[config.mk]
export PLATFORM = sky130hd
export DESIGN_NAME = string_to_unsigned_parser_unit
export DESIGN_NICKNAME = d
export VERILOG_FILES = /design/src/sv/stou_pkg.sv /design/src/sv/stou_fifo.sv /design/src/sv/stou_front.sv /design/src/sv/stou_back.sv /design/src/sv/string_to_unsigned_parser_unit.sv
export VERILOG_INCLUDE_DIRS = /design/src /design/src/sv
export SDC_FILE = /design/constraint.sdc
export NUM_CORES = 1
export LEC_CHECK = 0
export BUFFER_PORTS_ARGS = -buffer_cell sky130_fd_sc_hd__buf_2
export CORE_ASPECT_RATIO = 1.1
export CORE_UTILIZATION = 56
export CTS_BUF_LIST = sky130_fd_sc_hd__clkbuf_8
export DETAILED_ROUTE_END_ITERATION = 12
export GPL_ROUTABILITY_DRIVEN = 0
export PLACE_DENSITY = 0.81
export SKIP_LAST_GASP = 1
export SYNTH_ARGS = -nofsm -noshare
export SYNTH_HDL_FRONTEND = slang
export SYNTH_SLANG_ARGS = --single-unit
[constraint.sdc]
create_clock -name clock -period 8.4 [get_ports clock]
set_input_delay 0 -clock clock [delete_from_list [all_inputs] [get_ports clock]]
set_output_delay 0 -clock clock [all_outputs]
set_load 0.01 [all_outputs]
[src/sv/string_to_unsigned_parser_unit_macros.svh]
// Assertion macros shared by the parser unit RTL.
`ifndef STRING_TO_UNSIGNED_PARSER_UNIT_MACROS_SVH
`define STRING_TO_UNSIGNED_PARSER_UNIT_MACROS_SVH

// Same-cycle implication, clocked on clock, off during reset.
`define STOU_ASSERT_NOW(lbl, ante, cons, msg) \
   lbl: assert property (@(posedge clock) disable iff (reset) (ante) |-> (cons)) \
      else $error(msg);

// Next-cycle implication, clocked on clock, off during reset.
`define STOU_ASSERT_NEXT(lbl, ante, cons, msg) \
   lbl: assert property (@(posedge clock) disable iff (reset) (ante) |=> (cons)) \
      else $error(msg);

`endif

[src/sv/stou_pkg.sv]
// Shared types, constants and the character classifier of the parser unit.
`timescale 1ns / 1ps
package stou_pkg;

   localparam int CH_W               = 8;
   localparam int RADIX_W            = 6;
   localparam int VALUE_W            = 64;
   localparam int CONSUMED_W         = 16;
   localparam int DIGIT_W            = 6;
   localparam int POSITION_WIDTH_DEF = 16;
   localparam int CMD_DEPTH          = 4;
   localparam int RSP_DEPTH          = 2;

   localparam logic [RADIX_W-1:0] RADIX_RESET = 6'd10;
   localparam logic [RADIX_W-1:0] BASE_AUTO   = 6'd0;
   localparam logic [RADIX_W-1:0] BASE_DEC    = 6'd10;
   localparam logic [RADIX_W-1:0] BASE_HEX    = 6'd16;
   localparam logic [RADIX_W-1:0] BASE_OCT    = 6'd8;

   localparam logic [CH_W-1:0] CH_ZERO  = 8'h30;
   localparam logic [CH_W-1:0] CH_NINE  = 8'h39;
   localparam logic [CH_W-1:0] CH_UP_A  = 8'h41;
   localparam logic [CH_W-1:0] CH_UP_Z  = 8'h5A;
   localparam logic [CH_W-1:0] CH_LO_A  = 8'h61;
   localparam logic [CH_W-1:0] CH_LO_Z  = 8'h7A;
   localparam logic [CH_W-1:0] CH_LO_X  = 8'h78;
   localparam logic [CH_W-1:0] CH_MINUS = 8'h2D;
   localparam logic [CH_W-1:0] CH_PLUS  = 8'h2B;
   localparam logic [CH_W-1:0] CH_SPACE = 8'h20;
   localparam logic [CH_W-1:0] CH_TAB   = 8'h09;
   localparam logic [CH_W-1:0] CH_CR    = 8'h0D;
   localparam logic [CH_W-1:0] LETTER_OFS = 8'd10;

   // One classified character, as queued between front and back.
   typedef struct packed {
      logic               first;
      logic               space;
      logic               plus;
      logic               minus;
      logic               zero;
      logic               lower_x;
      logic               is_digit;
      logic [DIGIT_W-1:0] dval;
   } cmd_type;

   typedef struct packed {
      logic [VALUE_W-1:0]    value;
      logic [CONSUMED_W-1:0] consumed;
   } rsp_type;

   function automatic cmd_type classify(input logic [CH_W-1:0] ch, input logic first);
      cmd_type c;
      c          = '0;
      c.first    = first;
      c.space    = (ch == CH_SPACE) || (ch inside {[CH_TAB:CH_CR]});
      c.plus     = (ch == CH_PLUS);
      c.minus    = (ch == CH_MINUS);
      c.zero     = (ch == CH_ZERO);
      c.lower_x  = (ch == CH_LO_X);
      if (ch inside {[CH_ZERO:CH_NINE]}) begin
         c.is_digit = 1'b1;
         c.dval     = DIGIT_W'(ch - CH_ZERO);
      end else if (ch inside {[CH_UP_A:CH_UP_Z]}) begin
         c.is_digit = 1'b1;
         c.dval     = DIGIT_W'(ch - CH_UP_A + LETTER_OFS);
      end else if (ch inside {[CH_LO_A:CH_LO_Z]}) begin
         c.is_digit = 1'b1;
         c.dval     = DIGIT_W'(ch - CH_LO_A + LETTER_OFS);
      end
      return c;
   endfunction

endpackage

[src/sv/stou_fifo.sv]
// Small synchronous queue with registered count and pointers.
`timescale 1ns / 1ps
module stou_fifo #(
   parameter int WIDTH = 8,
   parameter int DEPTH = 4
) (
   input  logic             clock,
   input  logic             reset,
   input  logic             push_i,
   input  logic [WIDTH-1:0] wdata_i,
   output logic             full_o,
   input  logic             pop_i,
   output logic             empty_o,
   output logic [WIDTH-1:0] rdata_o
);
   localparam int AW = (DEPTH > 1) ? $clog2(DEPTH) : 1;
   localparam int CW = $clog2(DEPTH + 1);

   logic [WIDTH-1:0] mem [DEPTH];
   logic [AW-1:0]    wr_ptr_ff, wr_ptr_in, rd_ptr_ff, rd_ptr_in;
   logic [CW-1:0]    count_ff, count_in;
   logic             do_push, do_pop;

   assign full_o  = (count_ff == CW'(DEPTH));
   assign empty_o = (count_ff == '0);
   assign do_push = push_i && !full_o;
   assign do_pop  = pop_i && !empty_o;
   assign rdata_o = mem[rd_ptr_ff];

   always_comb begin
      wr_ptr_in = wr_ptr_ff;
      rd_ptr_in = rd_ptr_ff;
      if (do_push) begin
         wr_ptr_in = (wr_ptr_ff == AW'(DEPTH - 1)) ? '0 : wr_ptr_ff + 1'b1;
      end
      if (do_pop) begin
         rd_ptr_in = (rd_ptr_ff == AW'(DEPTH - 1)) ? '0 : rd_ptr_ff + 1'b1;
      end
      count_in = count_ff + CW'(do_push) - CW'(do_pop);
   end

   always_ff @(posedge clock) begin
      if (reset) begin
         wr_ptr_ff <= '0;
         rd_ptr_ff <= '0;
         count_ff  <= '0;
      end else begin
         wr_ptr_ff <= wr_ptr_in;
         rd_ptr_ff <= rd_ptr_in;
         count_ff  <= count_in;
      end
   end

   always_ff @(posedge clock) begin
      if (do_push) begin
         mem[wr_ptr_ff] <= wdata_i;
      end
   end

endmodule

[src/sv/stou_front.sv]
// Front end: radix register, input beat acceptance and character classification.
`timescale 1ns / 1ps
module stou_front
   import stou_pkg::*;
(
   input  logic               clock,
   input  logic               reset,
   input  logic               push_i,
   input  logic [CH_W-1:0]    ch_i,
   input  logic               first_i,
   output logic               full_o,
   input  logic               csr_valid_i,
   output logic               csr_ready_o,
   input  logic [RADIX_W-1:0] csr_radix_i,
   output logic [RADIX_W-1:0] radix_o,
   output logic               cmd_push_o,
   output cmd_type            cmd_o,
   input  logic               cmd_full_i
);
   logic [RADIX_W-1:0] radix_ff;

   assign csr_ready_o = 1'b1;
   assign radix_o     = radix_ff;
   assign full_o      = cmd_full_i;
   assign cmd_push_o  = push_i && !cmd_full_i;
   assign cmd_o       = classify(ch_i, first_i);

   always_ff @(posedge clock) begin
      if (reset) begin
         radix_ff <= RADIX_RESET;
      end else if (csr_valid_i && csr_ready_o) begin
         radix_ff <= csr_radix_i;
      end
   end

endmodule

[src/sv/stou_back.sv]
// Back end: parse state machine, accumulator and result formation.
`timescale 1ns / 1ps
`include "string_to_unsigned_parser_unit_macros.svh"
module stou_back
   import stou_pkg::*;
#(
   parameter int POSITION_WIDTH = POSITION_WIDTH_DEF
) (
   input  logic               clock,
   input  logic               reset,
   input  logic [RADIX_W-1:0] radix_i,
   input  logic               cmd_empty_i,
   input  cmd_type            cmd_i,
   output logic               cmd_pop_o,
   input  logic               rsp_full_i,
   output logic               rsp_push_o,
   output rsp_type            rsp_o
);
   localparam int WW = (POSITION_WIDTH > CONSUMED_W) ? POSITION_WIDTH : CONSUMED_W;

   typedef enum logic [4:0] {
      PH_DONE   = 5'b00001,
      PH_LEAD   = 5'b00010,
      PH_SIGNED = 5'b00100,
      PH_ZERO   = 5'b01000,
      PH_DIGITS = 5'b10000
   } phase_type;

   phase_type                 phase_ff, phase_in, p;
   logic [RADIX_W-1:0]        base_ff, base_in, base, digit_base;
   logic                      neg_ff, neg_in, neg;
   logic [VALUE_W-1:0]        acc_ff, acc_in, acc;
   logic [POSITION_WIDTH-1:0] pos_ff, pos_in, pos, pos_inc;
   logic [VALUE_W-1:0]        prod;
   logic [WW-1:0]             pos_wide;
   logic                      take, live, to_signed, run_digit, emit;

   // product wraps modulo 2^64
   assign prod = acc * VALUE_W'(digit_base);

   always_comb begin
      take       = !cmd_empty_i && !rsp_full_i;
      live       = cmd_i.first || (phase_ff != PH_DONE);
      p          = cmd_i.first ? PH_LEAD : phase_ff;
      base       = cmd_i.first ? radix_i : base_ff;
      neg        = cmd_i.first ? 1'b0 : neg_ff;
      acc        = cmd_i.first ? '0 : acc_ff;
      pos        = cmd_i.first ? '0 : pos_ff;
      pos_inc    = (pos == '1) ? pos : pos + 1'b1;
      digit_base = base;
      to_signed  = 1'b0;
      run_digit  = 1'b0;
      emit       = 1'b0;
      phase_in   = phase_ff;
      base_in    = base_ff;
      neg_in     = neg_ff;
      acc_in     = acc_ff;
      pos_in     = pos_ff;
      if (take && live) begin
         phase_in = p;
         base_in  = base;
         neg_in   = neg;
         acc_in   = acc;
         pos_in   = pos;
         case (p)
            PH_LEAD: begin
               if (cmd_i.space) begin
                  pos_in = pos_inc;
               end else if (cmd_i.plus || cmd_i.minus) begin
                  neg_in   = cmd_i.minus;
                  pos_in   = pos_inc;
                  phase_in = PH_SIGNED;
               end else begin
                  to_signed = 1'b1;
               end
            end
            PH_SIGNED: to_signed = 1'b1;
            PH_ZERO: begin
               if (cmd_i.lower_x && (base == BASE_AUTO || base == BASE_HEX)) begin
                  base_in  = BASE_HEX;
                  pos_in   = pos_inc;
                  phase_in = PH_DIGITS;
               end else begin
                  digit_base = (base == BASE_AUTO) ? BASE_OCT : base;
                  run_digit  = 1'b1;
               end
            end
            PH_DIGITS: run_digit = 1'b1;
            default: ;
         endcase
         if (to_signed) begin
            if (cmd_i.zero) begin
               pos_in   = pos_inc;
               phase_in = PH_ZERO;
            end else begin
               digit_base = (base == BASE_AUTO) ? BASE_DEC : base;
               run_digit  = 1'b1;
            end
         end
         if (run_digit) begin
            base_in = digit_base;
            if (cmd_i.is_digit && (cmd_i.dval < digit_base)) begin
               acc_in   = prod + VALUE_W'(cmd_i.dval);
               pos_in   = pos_inc;
               phase_in = PH_DIGITS;
            end else begin
               emit     = 1'b1;
               phase_in = PH_DONE;
            end
         end
      end
   end

   // result uses the state before the stop character
   always_comb begin
      pos_wide       = WW'(pos);
      rsp_o.value    = neg ? (VALUE_W'(0) - acc) : acc;
      rsp_o.consumed = (pos_wide > WW'({CONSUMED_W{1'b1}})) ? '1 : pos_wide[CONSUMED_W-1:0];
   end

   assign cmd_pop_o  = take;
   assign rsp_push_o = emit;

   always_ff @(posedge clock) begin
      if (reset) begin
         phase_ff <= PH_DONE;
      end else begin
         phase_ff <= phase_in;
      end
   end

   always_ff @(posedge clock) begin
      base_ff <= base_in;
      neg_ff  <= neg_in;
      acc_ff  <= acc_in;
      pos_ff  <= pos_in;
   end

   `STOU_ASSERT_NOW(a_push_needs_pop, rsp_push_o, cmd_pop_o, "result without consumed beat")
   `STOU_ASSERT_NOW(a_digits_base, phase_ff == PH_DIGITS, base_ff != '0, "digit phase with base 0")
   `STOU_ASSERT_NOW(a_zero_counted, phase_ff == PH_ZERO, pos_ff != '0, "leading zero not counted")
   `STOU_ASSERT_NEXT(a_first_opens, cmd_pop_o && cmd_i.first, (phase_ff != PH_DONE) || $past(rsp_push_o), "first beat lost")

endmodule

[src/sv/string_to_unsigned_parser_unit.sv]
// Top level of the streaming string to unsigned integer parser.
//
//   channel   ports                                  direction
//   request   push, full, req_ch, req_first          in
//   response  empty, pop, rsp_value, rsp_consumed    out
//   csr       valid, ready, csr_radix                in
//
// One character per cycle while neither queue is full; the parse loop (one 64x6
// multiply-add per character) sets that figure. With both queues empty, a result
// passes the command and response queue registers. A four-entry command queue
// separates classification from parsing, a two-entry queue holds results; either
// side may stall without losing beats. Synchronous reset; radix resets to 10.
`timescale 1ns / 1ps
module string_to_unsigned_parser_unit
   import stou_pkg::*;
#(
   parameter int POSITION_WIDTH = POSITION_WIDTH_DEF
) (
   input  logic                  clock,
   input  logic                  reset,
   input  logic                  push,
   output logic                  full,
   input  logic [CH_W-1:0]       req_ch,
   input  logic                  req_first,
   output logic                  empty,
   input  logic                  pop,
   output logic [VALUE_W-1:0]    rsp_value,
   output logic [CONSUMED_W-1:0] rsp_consumed,
   input  logic                  valid,
   output logic                  ready,
   input  logic [RADIX_W-1:0]    csr_radix
);
   logic [RADIX_W-1:0] radix;
   logic               cmd_push, cmd_full, cmd_pop, cmd_empty;
   cmd_type            cmd_wr, cmd_rd;
   logic               res_push, res_full;
   rsp_type            res_wr, res_rd;

   stou_front u_front (
      .clock       (clock),
      .reset       (reset),
      .push_i      (push),
      .ch_i        (req_ch),
      .first_i     (req_first),
      .full_o      (full),
      .csr_valid_i (valid),
      .csr_ready_o (ready),
      .csr_radix_i (csr_radix),
      .radix_o     (radix),
      .cmd_push_o  (cmd_push),
      .cmd_o       (cmd_wr),
      .cmd_full_i  (cmd_full)
   );

   stou_fifo #(
      .WIDTH ($bits(cmd_type)),
      .DEPTH (CMD_DEPTH)
   ) u_cmd_q (
      .clock   (clock),
      .reset   (reset),
      .push_i  (cmd_push),
      .wdata_i (cmd_wr),
      .full_o  (cmd_full),
      .pop_i   (cmd_pop),
      .empty_o (cmd_empty),
      .rdata_o (cmd_rd)
   );

   stou_back #(
      .POSITION_WIDTH (POSITION_WIDTH)
   ) u_back (
      .clock       (clock),
      .reset       (reset),
      .radix_i     (radix),
      .cmd_empty_i (cmd_empty),
      .cmd_i       (cmd_rd),
      .cmd_pop_o   (cmd_pop),
      .rsp_full_i  (res_full),
      .rsp_push_o  (res_push),
      .rsp_o       (res_wr)
   );

   stou_fifo #(
      .WIDTH ($bits(rsp_type)),
      .DEPTH (RSP_DEPTH)
   ) u_rsp_q (
      .clock   (clock),
      .reset   (reset),
      .push_i  (res_push),
      .wdata_i (res_wr),
      .full_o  (res_full),
      .pop_i   (pop),
      .empty_o (empty),
      .rdata_o (res_rd)
   );

   assign rsp_value    = res_rd.value;
   assign rsp_consumed = res_rd.consumed;

endmodule
Word-level counts from Yosys, hierarchy flattened
Memories as Yosys holds them, arrays and structs flattened. A register that Yosys moved wholly into a read port is not among the register bits.
Cells that the tools add are included.
{ "classes": {"add_sub_neg": 16, "multipliers": 1, "n_lt_le_gt_ge": 10, "eq_ne": 16, "muxes": 67, "n_reduce_logical": 24} }
{ "ops": {"columns": ["operator", "count"], "rows": [
  ["$mux W64", 4],
  ["$mux W16", 10],
  ["$mux W6", 12],
  ["$add A64 B6 Y64", 1],
  ["$mul A64 B6 Y64", 1],
  ["$sub A1 B64 Y64 const A", 1],
  ["$mux W5", 8],
  ["$eq A8 B6 Y1 const B", 4],
  ["$pmux W16 S2", 1],
  ["$mux W1", 22],
  ["$mux W7", 3],
  ["$add A16 B1 Y16 const B", 1],
  ["$eq A16 B16 Y1 const B", 1],
  ["$ge A8 B7 Y1 const B", 2],
  ["$gt A16 B16 Y1 const B", 1],
  ["$le A8 B7 Y1 const B", 2],
  ["$logic_and A1 B1 Y1", 13],
  ["$add A6 B4 Y6 const B", 2],
  ["$sub A6 B6 Y6 const B", 2],
  ["$pmux W5 S2", 1],
  ["$eq A8 B7 Y1 const B", 1],
  ["$ge A8 B4 Y1 const B", 1],
  ["$ge A8 B6 Y1 const B", 1],
  ["$le A8 B4 Y1 const B", 1],
  ["other kinds (24)", 38]
]} }
{ "totals": {"regBits": 109, "ramBits": 212, "in_bits": 20, "out_inout_bits": 83, "elab_cells": 148, "mem_count": 2} }
{ "memory_table": {"columns": ["memory", "words", "word_bits", "read_ports", "rd_clocked_by_memory_dff", "write_ports", "line_no", "text"], "rows": [
  ["u_rsp_q.mem", 2, 80, 1, 1, 1, "stou_fifo.sv:19", "logic [WIDTH-1:0] mem [DEPTH];"],
  ["u_cmd_q.mem", 4, 13, 1, 1, 1, "stou_fifo.sv:19", null]
]} }

Longest topological paths before layout
Gate-level depths: netlist (run 1).
{ "depth": {"ltp_word": 17, "ltp_mapped": 29, "depth_no_buf": 26} }

By module
A second synthesis (run 1) with hierarchy kept.
{ "hier_totals": {"hier_cells": 2629, "area_unflattened_um2": 27774.1} }
{ "modules_own_cells": {"columns": ["mod", "n_inst", "cells_each", "area_each_um2", "seq_area_each_um2"], "rows": [
  ["stou_back", 1, 2135, 18582.8, 2712.6],
  ["stou_fifo at u_rsp_q", 1, 276, 6004.5, 4904.7],
  ["stou_fifo at u_cmd_q", 1, 117, 2353.5, 1741.7],
  ["stou_front", 1, 101, 833.3, 120.1]
]} }

Worst setup path after synthesis (run 1)
No wires, ideal clock.
{ "synth_timing": {"kind": "reg2reg", "startpoint": "register (tool-made name)", "endpoint": "register u_back.acc_ff[58], data pin", "setup_time_ns": 0.134, "arrival_time_ns": 8.544, "required_ns": 8.266, "path_slack_ns": -0.279, "path_stages_with_launch": 27, "period_less_slack_ns": 8.679, "cell_sequence": "dfxtp_1 buf_6 mux4_2 buf_6 clkbuf_1 o21ai_1 inv_1 nand2_1 and2_1 clkbuf_1 clkbuf_1 nor2_1 fa_1 fa_1 fa_1 ha_1 ha_1 a21o_1 a21o_1 a2111oi_0 nor4b_1 or3_1 a21oi_1 nand4_1 and3_1 or3_1 nand3_1"} }
{ "synth_rtl": {"columns": ["item", "line_no", "text"], "rows": [
  ["end signal, assigned", "stou_back.sv:135", "acc_ff <= acc_in;"],
  ["end, declared", "stou_back.sv:32", "logic [VALUE_W-1:0] acc_ff, acc_in, acc;"]
]} }

==> results of run 1 <==
what timing repair did:
item                                    4_1_cts  5_1_grt
endpoints found under the hold margin        65        0
hold buffers                                 29        0
gates resized for setup                       0        2
endpoints found under the setup margin        0        7
cells in the final DEF, fill, tap and decap left out, types with 12 or more instances in the layout:
cell type,n
nor2b_1,32
and2_1,13
a211oi_1,14
mux4_2,12
o21bai_1,21
nor3_1,30
mux2i_1,17
a21oi_1,93
fa_1,241
dfxtp_1,24
or4_1,12
mux2_2,80
clkbuf_8,52
or3_1,15
buf_2,101
o31ai_1,24
nand4_1,25
a21o_1,31
inv_1,105
nand2b_1,14
xor2_1,86
and3_1,235
xnor2_1,53
buf_4,31
o21a_1,14
o21ai_0,66
nor2_1,260
o21ai_1,66
nand2_1,226
ha_1,154
edfxtp_1,299
nand3_1,56
dlygate4sd3_1,29
state kept, by name, summed over array words and instances, names as in the netlist, named ones only:
register	cells
u_rsp_q.wr_ptr_ff	1
u_cmd_q.rd_ptr_ff	2
u_cmd_q.mem	52
u_back.neg_ff	1
u_back.phase_ff	5
u_back.pos_ff	16
u_back.base_ff	6
u_back.acc_ff	64
u_rsp_q.mem	160
u_rsp_q.count_ff	2
u_cmd_q.wr_ptr_ff	2
u_rsp_q.rd_ptr_ff	1
u_cmd_q.count_ff	3
u_front.radix_o	6
layout make-up:
class | count | area, sq um
Clock inverter | 39 | 369
Tap cell | 645 | 807
Inverter | 97 | 368
Sequential cell | 324 | 9480
Timing Repair Buffer | 161 | 1030
Multi-Input combinational cell | 2014 | 16800
Antenna cell | 1 | 2.50
Fill cell | 3775 | 18400
Clock buffer | 52 | 716
tightest hold or removal path, delay by kind of cell:
family        cells  cell delay, ps
simple gates      2             170
fa+ha+maj         1             230
buf+inv           1             120
logic make-up (layout without fill, tap and decap cells):
kind of cell    Yosys count  after routing
compound gates          415            415
xor+xnor                139            139
fa+ha+maj               395            395
buf+inv                 280            349
flops                   324            324
mux                     112            112
other cells               1              2
simple gates            952            952
through the flow:
stage               cells  util (%)
global placement     3212      58.7
floorplan            2618         -
finish               3333      61.6
CTS                  3332      61.6
global route         3333      61.6
detailed placement   3212      58.7
layer usage:
layer / vias to the layer above / GRT usage (%) / routed length (um) / share of wire [%]
met5: - / 0 / 0 / 0
met4: 0 / 11.0 / 2250 / 3.4
met3: 201 / 5.79 / 5910 / 9.0
met2: 1103 / 44.6 / 31800 / 49
met1: 10100 / 34.6 / 25500 / 39
li1: 9340 / - / - / -
worst max path at each step:
stage                             end  slack, ps  depth (start not counted)
detailed placement  u_back.acc_ff[61]        270                         23
global placement    u_back.acc_ff[61]        480                         23
floorplan           u_back.acc_ff[61]         20                         27
finish              u_back.acc_ff[63]        300                         24
global route        u_back.acc_ff[63]         60                         24
CTS                 u_back.acc_ff[61]        260                         23
==> impl_metrics.tcl, run 1 <==
set metrics [dict create \
    outcome "completed" \
    synthTopCellsByArea "edfxtp_1 (33%), fa_1 (18%), ha_1 (7.1%)" \
    dp_worst_setup_slack_ps 271 \
    synthCells 2618 \
    io_buffers 101 \
    viasPerCell 6.21 \
    die_w_um 212 \
    clock_sinks 324 \
    cp_cell_sequence "buf_4, mux4_2, or4b_4, o41a_4, a21boi_4, o31a_2, buf_4, buf_4, nor2_1, fa_1, fa_1, fa_1, ha_1, ha_1, nand2_1, o21ai_0, nor4_1, o21ai_0, a21oi_1, o31ai_2, a21o_1, a211oi_1, xnor2_1, o21ai_1" \
    cp.arrival_ps 8490 \
    path_clk_slew_ps 70 \
    clk_latency_ps 660 \
    place_hpwl_um 46400 \
    path_buf_inv 3 \
    r2r_end "u_back.acc_ff[63]" \
    setup_viol 0 \
    critPathSlowestCell "mux4_2" \
    ys_ff_latch 324 \
    max_freq_ghz 0.123 \
    track_usage_pct 27.1 \
    synth_commonest_cells "edfxtp_1 (299), nor2_1 (260), fa_1 (241), and3_1 (236), nand2_1 (226)" \
    final_nets 3064 \
    path_max_fanout 20 \
    period_minus_slack_ps 8100 \
    antenna_found_initial 1 \
    dr.pass1.iters 8 \
    dpl_cell_area_sq_mm 0.0281 \
    seq_area_frac_synth_pct 34.8 \
    coreArea_sq_mm 0.0479 \
    synthXorXnorAreaFrac_pct 4.47 \
    yosys.area_share.simple_pct 17.2 \
    synth_top_family_by_area "adder cells" \
    grt_pass1_vias 21200 \
    synth.most_common_cell "edfxtp_1" \
    io_pins 103 \
    ys_warn_count 0 \
    cts_buffer_depth 3 \
    drc 0 \
    critPathCaptureType "flop" \
    clock-root-buffer "clkbuf_8" \
    vias 20700 \
    grt_pass1_wl_um 107000 \
    synthToLayoutAreaGrowth_pct 8.33 \
    synth_compound_area_share_pct 9.74 \
    postRouteAntennaNets 0 \
    setup_slack_ps 301 \
    crit_required_ps 8790 \
    wl_per_cell_um 19.6 \
    cp_slowest_stage_delay_ps 630 \
    worstSetupPathType "reg -> reg" \
    post_cts_buffers 0 \
    final_area_sq_mm 0.0295 \
    cp_top_family "compound AO/OA/AOI/OAI gates" \
    fin_setup_tns_ps 0 \
    die_h_um 233 \
    async_reset_ff_share_pct 0 \
    worstMarginPinSlew_ps 1030 \
    finalHoldViolCount 0 \
    fin_crit_sh_pct 96.4 \
    yosysUniqueCellTypes 84 \
    grt_start_max_net_pins 101 \
    hold_end "u_cmd_q.mem[1][7]" \
    max_cap_violations 0 \
    avgSynthCellArea_sq_um 10.4 \
    placementRows 84 \
    fin_worst_skew_ps 50.8 \
    drt_iter0_markers 1742 \
    h-tree-depth 2 \
    min_from "req_ch[5]" \
    relSlewSlack_pct 31.4 \
    yosys.area.top_type "edfxtp_1" \
    ff2ff_path_depth 24 \
    synth_area_sq_mm 0.0273 \
    rrSetupSlack_ps 300 \
    synth_edf_count 299 \
    synth_flop_cell "edfxtp_1" \
    crit_path_start_kind "flop" \
    synth_top_area_share_pct 32.9 \
    rsz0062_at_grt "false" \
    synthMuxAreaShare_pct 5.09 \
    wirelength_um 65400 \
    synthAdderAreaFrac_pct 24.8 \
    cts_inserted_buffers 51 \
    gr-total-overflow 0 \
    min_delay_path_depth 4 \
    syn-num-nets 3033 \
    hold_slack_ps 45.1 \
    dieArea_sq_mm 0.0496 \
    drive_above_1_share_pct 12.1 \
    initial_core_util_pct 56.9 \
    slew_violations 0 \
    cts_tree "yes" \
    hold_path_class "in -> reg" \
]
Power of run 1 is not shown: default switching activity piles up to over one toggle a cycle in this logic, so the estimate is an artifact.
==> run 2, diff against run 1 <==
--- a/config.mk
+++ b/config.mk
@@ -8,12 +8,14 @@
 export LEC_CHECK = 0
 export BUFFER_PORTS_ARGS = -buffer_cell sky130_fd_sc_hd__buf_2
 export CORE_ASPECT_RATIO = 1.1
-export CORE_UTILIZATION = 56
+export CORE_UTILIZATION = 31
 export CTS_BUF_LIST = sky130_fd_sc_hd__clkbuf_8
 export DETAILED_ROUTE_END_ITERATION = 12
 export GPL_ROUTABILITY_DRIVEN = 0
-export PLACE_DENSITY = 0.81
+export HOLD_SLACK_MARGIN = 0.06
+export PLACE_DENSITY = 0.52
 export SKIP_LAST_GASP = 1
 export SYNTH_ARGS = -nofsm -noshare
 export SYNTH_HDL_FRONTEND = slang
+export SYNTH_HIERARCHICAL = 1
 export SYNTH_SLANG_ARGS = --single-unit
==> impl_metrics.tcl, run 2 <==
set metrics [dict create \
    slew_violations 0 \
    async_reset_ff_share_pct 0 \
    largest_register_ffs 160 \
    fin_setup_tns_ps 0 \
    fin_worst_skew_ps 45.4 \
    clock_sinks 324 \
    max_freq_ghz 0.125 \
    initial_core_util_pct 31.5 \
    outcome "completed" \
    viasPerCell 5.12 \
    synth_compound_area_share_pct 10.1 \
    synth_edf_count 299 \
    cts_tree "yes" \
    critPathCaptureType "flop" \
    cp.arrival_ps 8440 \
    ys_warn_count 6 \
    yosys.area_share.simple_pct 18.9 \
    io_buffers 101 \
    dieArea_sq_mm 0.0908 \
    final_nets 3141 \
    yosys.area.top_type "edfxtp_1" \
    place_hpwl_um 53400 \
    worstSetupPathType "reg -> reg" \
    grt_pass1_wl_um 120000 \
    ys_ff_latch 324 \
    dr.pass1.iters 5 \
    fin_crit_sh_pct 95.2 \
    gr-total-overflow 0 \
    drc 0 \
    final_cell_mix "edfxtp_1 (299), nor2_1 (251), fa_1 (241)" \
    synthToLayoutAreaGrowth_pct 12.2 \
    worstMarginPinSlew_ps 1120 \
    seq_area_frac_synth_pct 34.1 \
    max_cap_violations 0 \
    postRouteAntennaNets 0 \
    synth_top_family_by_area "adder cells" \
    crit_required_ps 8840 \
    synthTopCellsByArea "edfxtp_1 (32%), fa_1 (17%), ha_1 (6.8%)" \
    synth_area_sq_mm 0.0278 \
    path_clk_slew_ps 70 \
    h-tree-depth 2 \
    synthXorXnorAreaFrac_pct 4.26 \
    coreArea_sq_mm 0.0883 \
    grt_pass1_vias 21500 \
    die_w_um 287 \
    setup_viol 0 \
    grt_start_max_net_pins 81 \
    clock-root-buffer "clkbuf_8" \
    synthMuxAreaShare_pct 4.89 \
    relSlewSlack_pct 25.1 \
    drive_above_1_share_pct 13.5 \
    antenna_found_initial 3 \
    avgSynthCellArea_sq_um 10.6 \
    yosysUniqueCellTypes 103 \
    hold_path_class "in -> reg" \
    synthCells 2629 \
    track_usage_pct 16.6 \
    finalHoldViolCount 0 \
    cts_inserted_buffers 61 \
    synthAdderAreaFrac_pct 24.2 \
    drt_iter0_markers 1401 \
    wirelength_um 74700 \
    rsz0062_at_grt "false" \
    synth_top_area_share_pct 32.3 \
    placementRows 114 \
    die_h_um 316 \
    io_pins 103 \
    vias 20200 \
    final_common_cell "edfxtp_1" \
    cts_buffer_depth 3 \
    reg_top3 "u_rsp_q/mem x160, u_back/acc_ff x64, u_cmd_q/mem x52" \
    clk_latency_ps 720 \
    regMostFlops "u_rsp_q/mem" \
    synth_flop_cell "edfxtp_1" \
    post_cts_buffers 0 \
    synth_commonest_cells "edfxtp_1 (299), nor2_1 (251), fa_1 (241), and2_1 (231), nand2_1 (220)" \
    crit_path_start_kind "flop" \
    syn-num-nets 3042 \
    synth.most_common_cell "edfxtp_1" \
    wl_per_cell_um 18.9 \
    path_max_fanout 41 \
    period_minus_slack_ps 8000 \
]
run 2: cell types whose count changed in the layout (fill, tap and decap cells not counted), sizes merged, moves of 11 or more:
cell | before | now
o21ai | 133 | 119
and2 | 16 | 233
and3 | 236 | 34
xnor2 | 53 | 39
nand3 | 57 | 29
dlygate4sd3 | 29 | 40
a21o | 31 | 46
nand2b | 14 | 30
nor2b | 33 | 83
a21oi | 95 | 84
run 2: routing by layer:
| layer | part of all wire, % | routed length [um] | track usage [%] | up-vias |
|---|---|---|---|---|
| met4 | 2.9 | 2180 | 5.66 | 0 |
| met5 | 0 | 0 | 0 | - |
| met1 | 44 | 32700 | 21.5 | 10100 |
| met2 | 48 | 36100 | 28.3 | 539 |
| met3 | 4.9 | 3640 | 2.46 | 111 |
| li1 | - | - | - | 9419 |
run 2: metrics by stage:
| stage | instances | setup slack, ps | hold slack [ps] | area [sq um] | utilization, % |
|---|---|---|---|---|---|
| floorplan | 2629 | 472 | 69.1 | 27800 | - |
| global placement | 3785 | 306 | 210 | 29400 | 33.3 |
| detailed placement | 3785 | 318 | 212 | 29400 | 33.3 |
| CTS | 3940 | 287 | 129 | 31200 | 35.3 |
| global route | 3942 | 62.9 | 238 | 31200 | 35.3 |
| finish | 3942 | 405 | 250 | 31200 | 35.3 |
run 2: final timing paths:
path                                         from                 end  slack (ps)  cells after the start
worst min register to register  u_rsp_q/wr_ptr_ff   u_rsp_q/wr_ptr_ff         500                      2
worst min-delay path                        valid  u_front/radix_o[1]         250                      3
worst max register to register               flop   u_back/acc_ff[59]         400                     21
worst max-delay path                         flop   u_back/acc_ff[59]         400                     21
run 2: logic make-up (layout without fill, tap and decap cells):
kind of cell / Yosys count / in the layout
and+or+nand+nor: 1011 / 1011
AOI/OAI and AO/OA: 422 / 422
adders and majority gates: 393 / 393
DFF: 324 / 324
buffers and inverters: 234 / 385
xor gates and xnor gates: 135 / 135
muxes: 109 / 109
other: 1 / 3
run 2: layout make-up:
class / instances / area [sq um]
well taps: 1160 / 1450
fillers: 8757 / 57100
diodes: 2 / 5.00
flip-flops and latches: 324 / 9480
clock inverters: 54 / 473
repair buffers: 176 / 1190
multi-input cells: 2071 / 17400
clock buffers: 61 / 840
inverters: 94 / 355
run 2: repair_timing:
action / 4_1_cts / 5_1_grt
hold buffers: 40 / 0
hold endpoints to repair: 77 / 0
resized for setup: 0 / 2
endpoints found under the setup margin: 0 / 4
run 2: critical path, cell delays in order, from the launching register on:
cell      delay [ps]
dfxtp_1          350
mux4_4           680
or4_1            510
or3b_2           510
o211ai_1         300
a31oi_4          150
buf_12           210
nor2_1           170
fa_1             470
fa_1             540
fa_1             520
ha_1             320
ha_1             400
a211oi_1         340
nor3_1           110
o41ai_1          640
o211ai_1         180
a311o_1          450
a31oi_2          360
o21ba_2          250
nor4_1            50
a211o_1          240
Power of run 2 is left out for the same reason.
